<file path="src/rtl/core/mlfq_pkg.sv">
// Shared types and codes of the feedback queue scheduler.
// No dependencies; used by every other file of the block but assert_macros.svh.
package mlfq_pkg;

  localparam int ID_W     = 8;
  localparam int WORK_W   = 16;
  localparam int STATUS_W = 3;
  localparam int LVL_W    = 2;
  localparam int ENTRY_W  = ID_W + WORK_W;
  localparam int CFG_IDX_W = 2;

  // request op codes
  localparam logic OP_ADD      = 1'b0;
  localparam logic OP_DISPATCH = 1'b1;

  // response status codes
  localparam logic [STATUS_W-1:0] ST_ADDED    = 3'd0;
  localparam logic [STATUS_W-1:0] ST_REJECTED = 3'd1;
  localparam logic [STATUS_W-1:0] ST_REQUEUED = 3'd2;
  localparam logic [STATUS_W-1:0] ST_FINISHED = 3'd3;
  localparam logic [STATUS_W-1:0] ST_IDLE     = 3'd4;

  // config register indexes
  localparam logic [CFG_IDX_W-1:0] CFG_QUANTUM0 = 2'd0;
  localparam logic [CFG_IDX_W-1:0] CFG_QUANTUM1 = 2'd1;
  localparam logic [CFG_IDX_W-1:0] CFG_QUANTUM2 = 2'd2;

  localparam logic [WORK_W-1:0] QUANTUM0_RST = 16'd2;
  localparam logic [WORK_W-1:0] QUANTUM1_RST = 16'd4;
  localparam logic [WORK_W-1:0] QUANTUM2_RST = 16'd8;

  typedef struct packed {
    logic [STATUS_W-1:0] status;
    logic [ID_W-1:0]     served_id;
    logic [LVL_W-1:0]    served_level;
    logic [WORK_W-1:0]   slice_length;
  } rsp_t;

  // controller -> datapath commands
  typedef struct packed {
    logic capture;  // latch request, launch memory read
    logic commit;   // apply queue update, load response register
  } ctl_cmd_t;

endpackage

</file>
<file path="src/rtl/core/mlfq_if.sv">
// Request and response channel interfaces of the scheduler.
// Depends on mlfq_pkg for field widths.
interface mlfq_req_if;
  logic                          valid;
  logic                          ready;
  logic                          op;
  logic [mlfq_pkg::ID_W-1:0]     task_id;
  logic [mlfq_pkg::WORK_W-1:0]   burst_length;

  modport source (output valid, op, task_id, burst_length, input ready);
  modport sink   (input valid, op, task_id, burst_length, output ready);
endinterface

interface mlfq_rsp_if;
  logic                          valid;
  logic                          ready;
  logic [mlfq_pkg::STATUS_W-1:0] status;
  logic [mlfq_pkg::ID_W-1:0]     served_id;
  logic [mlfq_pkg::LVL_W-1:0]    served_level;
  logic [mlfq_pkg::WORK_W-1:0]   slice_length;

  modport source (output valid, status, served_id, served_level, slice_length, input ready);
  modport sink   (input valid, status, served_id, served_level, slice_length, output ready);
endinterface

</file>
<file path="src/rtl/core/mlfq_ctrl.sv">
// Scheduler controller: two-state sequencer and response valid flag.
// Depends on mlfq_pkg.
module mlfq_ctrl (
  input  logic               clk,
  input  logic               rst,
  input  logic               req_valid,
  output logic               req_ready,
  output logic               rsp_valid,
  input  logic               rsp_ready,
  output mlfq_pkg::ctl_cmd_t cmd
);
  import mlfq_pkg::*;

  localparam logic S_IDLE = 1'b0;
  localparam logic S_EXEC = 1'b1;

  logic state;
  logic state_next;
  logic rsp_valid_next;

  assign req_ready   = (state == S_IDLE);
  assign cmd.capture = (state == S_IDLE) && req_valid;
  // commit only when the response slot is free or draining this cycle
  assign cmd.commit  = (state == S_EXEC) && (!rsp_valid || rsp_ready);

  always_comb begin
    state_next = state;
    case (state)
      S_IDLE: if (cmd.capture) state_next = S_EXEC;
      S_EXEC: if (cmd.commit) state_next = S_IDLE;
      default: state_next = S_IDLE;
    endcase
  end

  always_comb begin
    rsp_valid_next = rsp_valid;
    if (cmd.commit) begin
      rsp_valid_next = 1'b1;
    end else if (rsp_ready) begin
      rsp_valid_next = 1'b0;
    end
  end

  always_ff @(posedge clk) begin
    if (rst) begin
      state     <= S_IDLE;
      rsp_valid <= 1'b0;
    end else begin
      state     <= state_next;
      rsp_valid <= rsp_valid_next;
    end
  end

endmodule

</file>
<file path="src/rtl/core/mlfq_dp.sv">
// Scheduler datapath: task memory, ring pointers, level pick, slice math.
// Depends on mlfq_pkg; driven by commands from mlfq_ctrl.
module mlfq_dp #(
  parameter int QUEUE_DEPTH = 16,
  parameter int LEVELS      = 3
) (
  input  logic                            clk,
  input  logic                            rst,
  input  mlfq_pkg::ctl_cmd_t              cmd,
  input  logic                            cfg_we,
  input  logic [mlfq_pkg::CFG_IDX_W-1:0]  cfg_index,
  input  logic [mlfq_pkg::WORK_W-1:0]     cfg_data,
  input  logic                            op,
  input  logic [mlfq_pkg::ID_W-1:0]       task_id,
  input  logic [mlfq_pkg::WORK_W-1:0]     burst_length,
  output mlfq_pkg::rsp_t                  rsp
);
  import mlfq_pkg::*;

  localparam int PW        = $clog2(QUEUE_DEPTH);
  localparam int CW        = $clog2(QUEUE_DEPTH + 1);
  localparam int SW        = PW + 2;
  localparam int MEM_DEPTH = LEVELS << PW;
  localparam int AW        = $clog2(MEM_DEPTH);

  // state
  logic [PW-1:0]      level_head  [LEVELS];
  logic [CW-1:0]      level_count [LEVELS];
  logic [PW-1:0]      level_head_next  [LEVELS];
  logic [CW-1:0]      level_count_next [LEVELS];
  logic [LVL_W-1:0]   pass_level;
  logic [LVL_W-1:0]   pass_level_next;
  logic [WORK_W-1:0]  quantum [3];
  logic [ENTRY_W-1:0] mem [MEM_DEPTH];

  // latched request
  logic               op_q;
  logic [ID_W-1:0]    id_q;
  logic [WORK_W-1:0]  burst_q;
  logic [LVL_W-1:0]   lvl_q;
  logic               empty_q;
  logic [ENTRY_W-1:0] rd_data;

  // pick
  logic               found;
  logic [LVL_W-1:0]   pick;
  logic [AW-1:0]      rd_addr;

  // commit path
  logic               wr_en;
  logic [LVL_W-1:0]   wr_lvl;
  logic [AW-1:0]      wr_addr;
  logic [ENTRY_W-1:0] wr_data;
  logic [WORK_W-1:0]  cur_quantum;
  logic [WORK_W-1:0]  slice;
  logic [WORK_W-1:0]  rem_new;
  logic [LVL_W-1:0]   nxt_lvl;
  logic [LVL_W-1:0]   dest;
  logic               requeue;
  logic               full0;
  rsp_t               rsp_next;

  function automatic logic [PW-1:0] ring_tail(input logic [PW-1:0] h,
                                              input logic [CW-1:0] c);
    logic [SW-1:0] s;
    s = SW'(h) + SW'(c);
    if (s >= SW'(QUEUE_DEPTH)) s = s - SW'(QUEUE_DEPTH);
    return s[PW-1:0];
  endfunction

  function automatic logic [PW-1:0] ring_inc(input logic [PW-1:0] h);
    return (h == PW'(QUEUE_DEPTH - 1)) ? '0 : h + PW'(1);
  endfunction

  // circular scan from pass_level for the first non-empty level
  always_comb begin
    logic [2:0] idx;
    found = 1'b0;
    pick  = '0;
    for (int k = 0; k < LEVELS; k++) begin
      idx = 3'(pass_level) + 3'(k);
      if (idx >= 3'(LEVELS)) idx = idx - 3'(LEVELS);
      if (!found && level_count[idx[LVL_W-1:0]] != '0) begin
        found = 1'b1;
        pick  = idx[LVL_W-1:0];
      end
    end
  end

  assign rd_addr = AW'({pick, level_head[pick]});

  always_ff @(posedge clk) begin
    if (cmd.capture) begin
      op_q    <= op;
      id_q    <= task_id;
      burst_q <= burst_length;
      lvl_q   <= pick;
      empty_q <= !found;
    end
  end

  // task memory: one write port, one registered read port
  always_ff @(posedge clk) begin
    if (cmd.capture) rd_data <= mem[rd_addr];
    if (wr_en) mem[wr_addr] <= wr_data;
  end

  always_comb begin
    case (lvl_q)
      2'd0:    cur_quantum = quantum[0];
      2'd1:    cur_quantum = quantum[1];
      default: cur_quantum = quantum[2];
    endcase
  end

  assign slice   = (rd_data[WORK_W-1:0] < cur_quantum) ? rd_data[WORK_W-1:0] : cur_quantum;
  assign rem_new = rd_data[WORK_W-1:0] - slice;
  assign requeue = (rem_new != '0);
  assign nxt_lvl = lvl_q + LVL_W'(1);
  assign full0   = (level_count[0] == CW'(QUEUE_DEPTH));

  // demote one level unless last level or target full
  always_comb begin
    dest = lvl_q;
    if (nxt_lvl < LVL_W'(LEVELS)) begin
      if (level_count[nxt_lvl] != CW'(QUEUE_DEPTH)) dest = nxt_lvl;
    end
  end

  always_comb begin
    for (int l = 0; l < LEVELS; l++) begin
      level_head_next[l]  = level_head[l];
      level_count_next[l] = level_count[l];
    end
    pass_level_next = pass_level;
    wr_en           = 1'b0;
    wr_lvl          = '0;
    wr_data         = {id_q, burst_q};
    rsp_next        = '0;

    if (cmd.commit) begin
      if (op_q == OP_ADD) begin
        rsp_next.served_id = id_q;
        if (full0) begin
          rsp_next.status = ST_REJECTED;
        end else begin
          rsp_next.status     = ST_ADDED;
          wr_en               = 1'b1;
          level_count_next[0] = level_count[0] + CW'(1);
        end
      end else if (empty_q) begin
        rsp_next.status = ST_IDLE;
        pass_level_next = '0;
      end else begin
        rsp_next.served_id    = rd_data[ENTRY_W-1:WORK_W];
        rsp_next.served_level = lvl_q;
        rsp_next.slice_length = slice;
        level_head_next[lvl_q] = ring_inc(level_head[lvl_q]);
        pass_level_next = (nxt_lvl == LVL_W'(LEVELS)) ? '0 : nxt_lvl;
        if (requeue) begin
          rsp_next.status = ST_REQUEUED;
          wr_en           = 1'b1;
          wr_lvl          = dest;
          wr_data         = {rd_data[ENTRY_W-1:WORK_W], rem_new};
          if (dest != lvl_q) begin
            level_count_next[lvl_q] = level_count[lvl_q] - CW'(1);
            level_count_next[dest]  = level_count[dest] + CW'(1);
          end
        end else begin
          rsp_next.status         = ST_FINISHED;
          level_count_next[lvl_q] = level_count[lvl_q] - CW'(1);
        end
      end
    end
  end

  // tail from pre-update pointers; also right for a same-level requeue
  assign wr_addr = AW'({wr_lvl, ring_tail(level_head[wr_lvl], level_count[wr_lvl])});

  always_ff @(posedge clk) begin
    if (rst) begin
      for (int l = 0; l < LEVELS; l++) begin
        level_head[l]  <= '0;
        level_count[l] <= '0;
      end
      pass_level <= '0;
      quantum[0] <= QUANTUM0_RST;
      quantum[1] <= QUANTUM1_RST;
      quantum[2] <= QUANTUM2_RST;
    end else begin
      for (int l = 0; l < LEVELS; l++) begin
        level_head[l]  <= level_head_next[l];
        level_count[l] <= level_count_next[l];
      end
      pass_level <= pass_level_next;
      if (cfg_we) begin
        case (cfg_index)
          CFG_QUANTUM0: quantum[0] <= cfg_data;
          CFG_QUANTUM1: quantum[1] <= cfg_data;
          CFG_QUANTUM2: quantum[2] <= cfg_data;
          default: ;
        endcase
      end
    end
  end

  always_ff @(posedge clk) begin
    if (cmd.commit) rsp <= rsp_next;
  end

endmodule

</file>
<file path="src/rtl/core/multilevel_feedback_queue_scheduler.sv">
// Top level of the multilevel feedback queue scheduler.
// Depends on mlfq_pkg, mlfq_if, mlfq_ctrl and mlfq_dp.
//
//   port       dir   handshake      content
//   req        in    valid/ready    op, task_id, burst_length
//   rsp        out   valid/ready    status, served_id, served_level, slice_length
//   cfg_*      in    write enable   quantum_level0..2 by index
//
// Each request is first captured, which also reads the head task from the
// task memory; the rings are then updated and the response register loaded.
// The update waits for the registered read of that memory.
// A held response stalls the update cycle; a new request is taken as soon
// as the previous one is committed, even while its response waits.
// Reset is synchronous, clears pointers, counts and pass level, and reloads
// the default quanta; task memory is undefined until written, never cleared.
module multilevel_feedback_queue_scheduler #(
  parameter int QUEUE_DEPTH = 16,
  parameter int LEVELS      = 3
) (
  input  logic                           clk,
  input  logic                           rst,
  input  logic                           cfg_we,
  input  logic [mlfq_pkg::CFG_IDX_W-1:0] cfg_index,
  input  logic [mlfq_pkg::WORK_W-1:0]    cfg_data,
  mlfq_req_if.sink                       req,
  mlfq_rsp_if.source                     rsp
);
  import mlfq_pkg::*;

  ctl_cmd_t cmd;
  rsp_t     rsp_data;

  // sequencer: idle/exec and response valid
  mlfq_ctrl u_ctrl (
    .clk       (clk),
    .rst       (rst),
    .req_valid (req.valid),
    .req_ready (req.ready),
    .rsp_valid (rsp.valid),
    .rsp_ready (rsp.ready),
    .cmd       (cmd)
  );

  // queues, pick, slice arithmetic and response register
  mlfq_dp #(
    .QUEUE_DEPTH (QUEUE_DEPTH),
    .LEVELS      (LEVELS)
  ) u_dp (
    .clk          (clk),
    .rst          (rst),
    .cmd          (cmd),
    .cfg_we       (cfg_we),
    .cfg_index    (cfg_index),
    .cfg_data     (cfg_data),
    .op           (req.op),
    .task_id      (req.task_id),
    .burst_length (req.burst_length),
    .rsp          (rsp_data)
  );

  assign rsp.status       = rsp_data.status;
  assign rsp.served_id    = rsp_data.served_id;
  assign rsp.served_level = rsp_data.served_level;
  assign rsp.slice_length = rsp_data.slice_length;

endmodule

</file>
<file path="src/flat_wrapper.sv">
// flat-port wrapper written by rule: the top's interface ports become plain ports
module multilevel_feedback_queue_scheduler_flat import mlfq_pkg::*;
#(
  parameter int QUEUE_DEPTH = 16,
  parameter int LEVELS      = 3
)
  (clk, rst, cfg_we, cfg_index, cfg_data, req_valid, req_op, req_task_id, req_burst_length, req_ready, rsp_valid, rsp_status, rsp_served_id, rsp_served_level, rsp_slice_length, rsp_ready);
  mlfq_req_if req_i ();
  mlfq_rsp_if rsp_i ();
  input  logic clk;
  input  logic rst;
  input  logic cfg_we;
  input  logic [mlfq_pkg::CFG_IDX_W-1:0] cfg_index;
  input  logic [mlfq_pkg::WORK_W-1:0] cfg_data;
  input wire logic [$bits(req_i.valid)-1:0] req_valid;
  input wire logic [$bits(req_i.op)-1:0] req_op;
  input wire logic [$bits(req_i.task_id)-1:0] req_task_id;
  input wire logic [$bits(req_i.burst_length)-1:0] req_burst_length;
  output wire logic [$bits(req_i.ready)-1:0] req_ready;
  output wire logic [$bits(rsp_i.valid)-1:0] rsp_valid;
  output wire logic [$bits(rsp_i.status)-1:0] rsp_status;
  output wire logic [$bits(rsp_i.served_id)-1:0] rsp_served_id;
  output wire logic [$bits(rsp_i.served_level)-1:0] rsp_served_level;
  output wire logic [$bits(rsp_i.slice_length)-1:0] rsp_slice_length;
  input wire logic [$bits(rsp_i.ready)-1:0] rsp_ready;
  assign req_i.valid = req_valid;
  assign req_i.op = req_op;
  assign req_i.task_id = req_task_id;
  assign req_i.burst_length = req_burst_length;
  assign req_ready = req_i.ready;
  assign rsp_valid = rsp_i.valid;
  assign rsp_status = rsp_i.status;
  assign rsp_served_id = rsp_i.served_id;
  assign rsp_served_level = rsp_i.served_level;
  assign rsp_slice_length = rsp_i.slice_length;
  assign rsp_i.ready = rsp_ready;
  multilevel_feedback_queue_scheduler #(.QUEUE_DEPTH(QUEUE_DEPTH), .LEVELS(LEVELS)) u_core (.clk(clk), .rst(rst), .cfg_we(cfg_we), .cfg_index(cfg_index), .cfg_data(cfg_data), .req(req_i), .rsp(rsp_i));
endmodule
</file>
<file path="config.mk">
export PLATFORM = sky130hd
export DESIGN_NAME = multilevel_feedback_queue_scheduler_flat
export DESIGN_NICKNAME = d
export VERILOG_FILES = /design/src/rtl/core/mlfq_pkg.sv /design/src/rtl/core/mlfq_if.sv /design/src/rtl/core/mlfq_ctrl.sv /design/src/rtl/core/mlfq_dp.sv /design/src/rtl/core/multilevel_feedback_queue_scheduler.sv /design/src/flat_wrapper.sv
export SDC_FILE = /design/constraint.sdc
export NUM_CORES = 2
export LEC_CHECK = 0
export ABC_AREA = 1
export BUFFER_PORTS_ARGS = -buffer_cell sky130_fd_sc_hd__buf_2
export CAP_MARGIN = 20
export CELL_PAD_IN_SITES_DETAIL_PLACEMENT = 0
export CELL_PAD_IN_SITES_GLOBAL_PLACEMENT = 1
export CORE_MARGIN = 4
export CORE_UTILIZATION = 55
export CTS_CLUSTER_DIAMETER = 100
export DETAILED_ROUTE_END_ITERATION = 16
export PLACE_DENSITY = 0.82
export SYNTH_ARGS = -nofsm -noshare
export SYNTH_HDL_FRONTEND = slang
export SYNTH_HIERARCHICAL = 1
export SYNTH_SLANG_ARGS = --single-unit
export TNS_END_PERCENT = 5
</file>
<file path="constraint.sdc">
create_clock -name clk -period 17.7 [get_ports clk]
set_clock_uncertainty 0.2 [all_clocks]
set_input_delay 1.77 -clock clk [delete_from_list [all_inputs] [get_ports clk]]
set_output_delay 1.77 -clock clk [all_outputs]
set_load 0.01 [all_outputs]
</file>
==> After elaboration in Yosys (flattened, before gate mapping) <==
Memories as Yosys holds them, arrays and structs flattened. A register that Yosys moved wholly into a read port is not among the register bits.
Index checks and enable logic that the tools add are counted.
{ "totals": {"regBits": 61, "ramBits": 1227, "inputBits": 48, "output_inout_bits": 31, "elab_cells": 167, "n_memories": 4} }
{ "memory_table": {"columns": ["memory", "depth", "width", "rd", "rd_ports_with_merged_regs", "wr", "line", "rtl"], "rows": [
  ["u_core.u_dp.mem", 48, 24, 1, 1, 1, "mlfq_dp.sv:34", "logic [ENTRY_W-1:0] mem [MEM_DEPTH];"],
  ["u_core.u_dp.quantum", 3, 16, 3, 0, 3, "mlfq_dp.sv:33", "logic [WORK_W-1:0] quantum [3];"],
  ["u_core.u_dp.level_count", 3, 5, 10, 1, 3, "mlfq_dp.sv:28", "logic [CW-1:0] level_count [LEVELS];"],
  ["u_core.u_dp.level_head", 3, 4, 6, 1, 3, "mlfq_dp.sv:27", "logic [PW-1:0] level_head [LEVELS];"]
]} }
{ "op_classes": {"n_addsub": 13, "n_lt_le_gt_ge": 10, "eq_ne": 8, "n_mux": 87, "bitwise_logic": 13, "reduce_logical": 20} }
{ "op_table": {"columns": ["operator", "count"], "rows": [
  ["two-way mux 24 bit", 4],
  ["two-way mux 16 bit", 4],
  ["two-way mux 15 bit", 4],
  ["two-way mux 12 bit", 3],
  ["two-way mux 5 bit", 7],
  ["two-way mux 2 bit", 16],
  ["one-hot mux 16 bit (2 select lines)", 1],
  ["two-way mux 1 bit", 31],
  ["bitwise mux 15 bit", 2],
  ["two-way mux 26 bit", 1],
  ["two-way mux 4 bit", 6],
  ["demux 5 bit (select 2 bit)", 2],
  ["less-than comparator 16 bit", 1],
  ["nonzero test 16 bit", 1],
  ["subtractor 16 bit", 1],
  ["nonzero test 5 bit", 3],
  ["bitwise mux 12 bit", 1],
  ["two-way mux 11 bit", 1],
  ["adder 5 x 1 -> 5 bit, second input constant", 2],
  ["two-way mux 10 bit", 1],
  ["bitwise OR 1 bit", 9],
  ["demux 4 bit (select 2 bit)", 1],
  ["adder 4 x 5 -> 6 bit", 1],
  [">= comparator 3 x 2 -> 1 bit, second input constant", 2],
  ["other kinds (29)", 46]
]} }

==> Depth between registers and ports, before layout <==
An unclocked memory read counts as a cell.
{ "depth": {"word_depth": 17, "mapped_depth": 50, "mapped_depth_nobuf": 48} }

==> Hierarchy <==
Netlist, hierarchy kept.
{ "by_module_without_submodules": {"columns": ["module", "n_inst", "cells_per_inst", "area_each_um2"], "rows": [
  ["mlfq_dp", 1, 4655, 56075.0],
  ["mlfq_ctrl", 1, 12, 91.3]
]} }

==> Least setup slack after synthesis <==
OpenSTA, ideal clock, no wires.
{ "synth_path": {"kind": "reg-to-reg", "startpoint": "reg u_core.u_dp.lvl_q[0]", "endpoint": "mem u_core/u_dp/mem[19][0] in the netlist's numbering (enable)", "setup_ns": 0.405, "arrival_time_ns": 7.687, "required_ns": 17.095, "setup_slack_ns": 9.408, "path_stages_with_launch": 44, "synth_period_minus_slack_ns": 8.292, "cell_sequence": "edfxtp_1 > ha_1 > nor2_2 > buf_2 > buf_1 > nor2_1 > a221oi_1 > ha_1 > a21oi_1 > o21a_1 > o221a_2 > nand2_4 > buf_6 > clkbuf_1 > inv_1 > nand2_1 > o21ai_0 > ha_1 > (+8 left out) > nand2_1 > nor2_1 > nand3_1 > nor2_1 > nand2_2 > nand2_2 > clkinv_1 > clkbuf_1 > nand3_1 > o211ai_1 > ha_1 > fa_1 > or2_2 > nand2_1 > inv_1 > nor2_1 > nand2_1 > nor2_1"} }
{ "synth_between": {"elab_chain_cells": 14, "elab_cells_between_ends": 28, "classes_between": "4 x add/sub; 3 x order compare; 2 x eq/ne; 15 x mux; 2 x reduce/logical; 2 x memory"} }
{ "synth_rtl": {"columns": ["element", "line", "rtl"], "rows": [
  ["start, declared", "mlfq_dp.sv:40", "logic [LVL_W-1:0] lvl_q;"],
  ["start signal, assigned", "mlfq_dp.sv:97", "lvl_q <= pick;"],
  ["== test 2 x 1 -> 1 bit / logical NOT 2 bit (equally long branches)", "mlfq_dp.sv:109", "case (lvl_q)"],
  ["one-hot mux 16 bit (2 select lines) (*)", "mlfq_dp.sv:109", null],
  ["less-than comparator 16 bit", "mlfq_dp.sv:116", "assign slice = (rd_data[WORK_W-1:0] < cur_quantum) ? rd_data[WORK_W-1:0] : cur_quantum;"],
  ["two-way mux 16 bit (*)", "mlfq_dp.sv:116", null],
  ["named net u_core.u_dp.slice[0]", "mlfq_dp.sv:55", "logic [WORK_W-1:0] slice;"],
  ["subtractor 16 bit (*)", "mlfq_dp.sv:117", "assign rem_new = rd_data[WORK_W-1:0] - slice;"],
  ["nonzero test 16 bit (*)", "mlfq_dp.sv:118", "assign requeue = (rem_new != '0);"],
  ["two-way mux 2 bit", "mlfq_dp.sv:160", "if (requeue) begin"],
  ["two-way mux 2 bit", "mlfq_dp.sv:151", "end else if (empty_q) begin"],
  ["two-way mux 2 bit", "mlfq_dp.sv:142", "if (op_q == OP_ADD) begin"],
  ["two-way mux 2 bit", "mlfq_dp.sv:141", "if (cmd.commit) begin"],
  ["memory read (3 x 4 bit) / memory read (3 x 5 bit) (equally long branches)", null, null],
  ["adder 4 x 5 -> 6 bit", "mlfq_dp.sv:66", "s = SW'(h) + SW'(c);"],
  [">= comparator 6 x 5 -> 1 bit / subtractor 4 x 1 -> 4 bit (equally long branches)", "mlfq_dp.sv:67", "if (s >= SW'(QUEUE_DEPTH)) s = s - SW'(QUEUE_DEPTH);"],
  ["two-way mux 4 bit", "mlfq_dp.sv:67", null],
  ["end, declared", "mlfq_dp.sv:34", null]
]} }
Mark *: on every way through the listed nets, which the timed path passes. The rest lies on a longest branch.

==> Worst setup path in the final report <==
{ "layout_path": {"startpoint": "reg u_core.u_dp.lvl_q[0]", "endpoint": "mem u_core/u_dp/mem[11][2] in the netlist's numbering (enable)"} }
The elaborated chain is that of the path after synthesis.

==> flow_results.xml <==
<?xml version="1.0" encoding="UTF-8"?>
<metrics>
  <group name="status">
    <metric name="status" unit="">complete, no violations</metric>
  </group>
  <group name="floorplanning">
    <metric name="floorplan.core_area" unit="mm^2">0.101</metric>
    <metric name="placement_rows" unit="">116</metric>
    <metric name="start_util" unit="%">55.8</metric>
    <metric name="io-pin-count" unit="">79</metric>
    <metric name="die_width" unit="um">328</metric>
    <metric name="area_of_the_die" unit="mm^2">0.107</metric>
    <metric name="fp.dieH" unit="um">328</metric>
  </group>
  <group name="setup_path">
    <metric name="ff2ff_path_depth" unit="">44</metric>
    <metric name="critPathMaxStageDelay" unit="ns">0.87</metric>
    <metric name="regToRegSetupSlack" unit="ns">7.88</metric>
    <metric name="critPathCaptureType" unit="">flip-flop</metric>
    <metric name="worst_r2r_startpoint" unit="">u_core/u_dp/lvl_q[0]$_DFFE_PP_</metric>
    <metric name="critPathRequiredTime" unit="ns">17.94</metric>
    <metric name="cp.depth" unit="">44</metric>
    <metric name="critical-path-top-cell-by-count" unit="">sky130_fd_sc_hd__nand2_1</metric>
    <metric name="timing.critical_path.max_delay_family" unit="">simple AND/OR/NAND/NOR gates</metric>
    <metric name="timing_worst_setup_path_type" unit="">reg -&gt; reg</metric>
    <metric name="worst-path-max-fanout" unit="">44</metric>
    <metric name="critical_path_arrival" unit="ns">10.06</metric>
    <metric name="cp_slowest_cell" unit="">sky130_fd_sc_hd__nor2_2</metric>
    <metric name="r2r-end" unit="">u_core/u_dp/mem[11][2]$_DFFE_PP_</metric>
    <metric name="critical_path.startpoint_type" unit="">flip-flop</metric>
    <metric name="worst-path-buf-inv" unit="">8</metric>
  </group>
  <group name="sta">
    <metric name="tightest_slew" unit="ns">1.24</metric>
    <metric name="setup-tns-final" unit="ns">0</metric>
    <metric name="fin_crit_sh" unit="%">55.5</metric>
    <metric name="setup_viol" unit="">0</metric>
    <metric name="rsz0062_at_grt" unit="">no</metric>
    <metric name="slew_headroom" unit="%">17.4</metric>
    <metric name="report.final.slew_viol_count" unit="">0</metric>
    <metric name="maximum_clock_frequency" unit="GHz">0.102</metric>
    <metric name="timing.final.crit_period" unit="ns">9.82</metric>
    <metric name="final_hold_viol_count" unit="">0</metric>
  </group>
  <group name="route">
    <metric name="route.antenna.remaining_nets" unit="">0</metric>
    <metric name="dr_total_vias" unit="">35800</metric>
    <metric name="detail_route.drc_violations" unit="">0</metric>
    <metric name="avgRoutedWirePerCell" unit="um">23.0</metric>
    <metric name="drt_pre_antenna_iters" unit="">6</metric>
    <metric name="drt_iter0_markers" unit="">3764</metric>
    <metric name="route.detailed.vias_per_inst" unit="">5.79</metric>
    <metric name="routed_wirelength" unit="mm">142</metric>
  </group>
  <group name="logic_synthesis">
    <metric name="ys_ff_latch" unit="">1314</metric>
    <metric name="yosys.area.top_type" unit="">sky130_fd_sc_hd__edfxtp_1</metric>
    <metric name="ys_dominant_reg_cell" unit="">sky130_fd_sc_hd__edfxtp_1</metric>
    <metric name="yosys_warnings" unit="">6</metric>
    <metric name="synthesis.area" unit="mm^2">0.0562</metric>
    <metric name="asyncSetResetFlopFracSynth" unit="%">0</metric>
    <metric name="avgSynthCellArea" unit="um^2">12.0</metric>
    <metric name="post-synth-top-count-cell" unit="">sky130_fd_sc_hd__edfxtp_1</metric>
    <metric name="netlist_top_cells_count" unit="">sky130_fd_sc_hd__edfxtp_1, sky130_fd_sc_hd__nand2_1, sky130_fd_sc_hd__inv_1</metric>
    <metric name="post_synth_main_area_contributors" unit="">sky130_fd_sc_hd__edfxtp_1, sky130_fd_sc_hd__o211ai_1, sky130_fd_sc_hd__nand2_1</metric>
    <metric name="yosysUniqueCellTypes" unit="">48</metric>
    <metric name="yosysSeqAreaShare" unit="%">69.7</metric>
    <metric name="postSynthCellCount" unit="">4667</metric>
    <metric name="synthesized_net_count" unit="">4754</metric>
    <metric name="netlist.area_leader.share" unit="%">68.5</metric>
    <metric name="synth_edf_count" unit="">1281</metric>
  </group>
  <group name="worst_hold_path">
    <metric name="worst_hold_path_type" unit="">reg -&gt; reg</metric>
    <metric name="timing.hold.worst_endpoint" unit="">u_core/u_dp/pass_level[0]$_SDFFE_PP0P_</metric>
    <metric name="hold_crit_depth" unit="">2</metric>
    <metric name="hp-start" unit="">u_core/u_dp/pass_level[0]$_SDFFE_PP0P_</metric>
  </group>
  <group name="clock_tree">
    <metric name="cts_tree" unit="">built</metric>
    <metric name="bufs_on_longest_clock_path" unit="">3</metric>
    <metric name="worst_skew_pair.late_latency" unit="ns">0.75</metric>
    <metric name="cts_max_level" unit="">4</metric>
    <metric name="numCtsBuffers" unit="">136</metric>
    <metric name="clockRootBuffer" unit="">sky130_fd_sc_hd__clkbuf_16</metric>
    <metric name="ctsHoldBuffers" unit="">0</metric>
    <metric name="ctsResizeCount" unit="">0</metric>
    <metric name="cts_setup_buffers" unit="">0</metric>
    <metric name="path_clk_slew" unit="ns">0.06</metric>
    <metric name="tritoncts_num_sinks" unit="">1314</metric>
  </group>
  <group name="finish">
    <metric name="fillers" unit="">7792</metric>
    <metric name="areaGrowthSynthToFinish" unit="%">11.8</metric>
    <metric name="area_used_by_multi_input_combinational_logic" unit="mm^2">0.0140</metric>
    <metric name="postLayoutCoreUtil" unit="%">62.4</metric>
    <metric name="layout.nets" unit="">4804</metric>
    <metric name="regArea" unit="mm^2">0.0391</metric>
    <metric name="layout-drive-gt1-share" unit="%">10.1</metric>
  </group>
  <group name="grt">
    <metric name="global_route.usage.met1" unit="%">36.8</metric>
    <metric name="grt_usage" unit="%">26.3</metric>
    <metric name="via_count_of_the_first_global_routing_pass" unit="">33600</metric>
    <metric name="grtUsageMet2" unit="%">41.9</metric>
    <metric name="grt_start_max_net_pins" unit="">227</metric>
    <metric name="overflow" unit="">0</metric>
    <metric name="grt_first_pass_wirelength" unit="mm">211</metric>
    <metric name="top_usage_layer" unit="">met2</metric>
    <metric name="use_met3" unit="%">4.10</metric>
    <metric name="antenna_found_initial" unit="">3</metric>
  </group>
  <group name="placed_design">
    <metric name="dpl.hpwl" unit="mm">82.5</metric>
    <metric name="io_buffers" unit="">78</metric>
    <metric name="globalplace.congestion" unit="">0.886</metric>
  </group>
  <group name="job">
    <metric name="drv.max_cap_violation_count" unit="">0</metric>
  </group>
  <group name="power">
    <metric name="power.density_cell_area" unit="mW/mm^2">146</metric>
    <metric name="leakage" unit="nW">22.1</metric>
    <metric name="max-vdd-ir-drop" unit="mV">0.114</metric>
  </group>
</metrics>
-- stage by stage --
| step | hold slack, ns | total power, mW | instance area (um^2) | instances | setup slack, ns |
|---|---|---|---|---|---|
| floorplan | 0.252 | 5.45 | 56200 | 4667 | 9.41 |
| global placement | 0.274 | 6.39 | 58400 | 5931 | 7.69 |
| detailed placement | 0.286 | 6.42 | 58500 | 5936 | 7.93 |
| CTS | 0.297 | 9.19 | 62800 | 6176 | 7.90 |
| global route | 0.325 | 9.60 | 62800 | 6176 | 6.93 |
| finish | 0.305 | 9.16 | 62800 | 6177 | 7.88 |
-- layer usage --
metal | vias to the layer above | wire [um]
met5 | - | 0
met4 | 0 | 5340
met3 | 264 | 10600
met2 | 1443 | 66500
met1 | 17300 | 59300
li1 | 16800 | -
-- worst max path at each step --
stage	start	to
after CTS	u_core/u_dp/lvl_q[0]$_DFFE_PP_	u_core/u_dp/mem[3][7]$_DFFE_PP_
after global routing	u_core/u_dp/lvl_q[0]$_DFFE_PP_	u_core/u_dp/mem[37][19]$_DFFE_PP_
after detailed placement	u_core/u_dp/lvl_q[0]$_DFFE_PP_	u_core/u_dp/mem[3][10]$_DFFE_PP_
final	u_core/u_dp/lvl_q[0]$_DFFE_PP_	u_core/u_dp/mem[11][2]$_DFFE_PP_
after global placement	u_core/u_dp/lvl_q[0]$_DFFE_PP_	u_core/u_dp/mem[11][2]$_DFFE_PP_
after floorplan	u_core/u_dp/lvl_q[0]$_DFFE_PP_	u_core/u_dp/mem[19][0]$_DFFE_PP_
-- cell usage in the layout, fill, tap and decap left out, drive strengths merged, types with 33 or more instances in the layout --
master / count
ha: 37
nor2: 166
edfxtp: 1281
o211ai: 589
mux2i: 79
o21ai: 186
clkinv: 53
nand2: 812
dfxtp: 33
nand3: 407
inv: 660
clkbuf: 167
a21oi: 65
buf: 177
-- area by class of cell --
type / instances / area share (%)
sequential: 1314 / 62.3
multi-input combinational: 2436 / 22.3
clock buffer: 167 / 5.67
inverter: 652 / 3.92
tap: 1357 / 2.70
timing repair buffer: 177 / 1.94
clock inverter: 73 / 1.17
antenna: 1 / 0.00398
-- logic make-up after synthesis --
group           after synthesis  share of synthesized area (%)
mux                          79                           1.41
simple gates               1411                           10.7
fa+ha+maj                    39                          0.896
buf+inv                     917                           6.26
compound gates              899                           10.9
xor+xnor                      8                          0.125
flops                      1314                           69.7
-- worst reg2reg max path: cells and delay by family (launching register included) --
family / cells / cell delay, ns
AOI/OAI and AO/OA: 5 / 0.79
adders and majority gates: 6 / 2.20
buffers and inverters: 8 / 1.47
DFF: 1 / 0.46
and+or+nand+nor: 25 / 4.40
-- sequential cells by signal (all words and copies together), names as in the netlist, named ones only --
| register | count |
|---|---|
| u_core/u_dp/burst_q | 16 |
| u_core/u_dp/level_head | 12 |
| u_core/u_dp/level_count | 15 |
| u_core/u_dp/quantum | 48 |
| u_core/u_ctrl/rsp_valid | 1 |
| u_core/u_dp/rsp | 29 |
| u_core/u_ctrl/state | 1 |
| u_core/u_dp/lvl_q | 2 |
| u_core/u_dp/pass_level | 2 |
| u_core/u_dp/rd_data | 24 |
| u_core/u_dp/op_q | 1 |
| u_core/u_dp/id_q | 8 |
| u_core/u_dp/empty_q | 1 |
| u_core/u_dp/mem | 1152 |
-- power breakdown --
part,switching (mW),leakage [nW],internal [mW]
registers,0.0575,11.9,3.60
clock network,1.19,2.10,1.59
logic,2.01,8.12,0.718
Note: power is estimated with default switching activity, not from simulation.
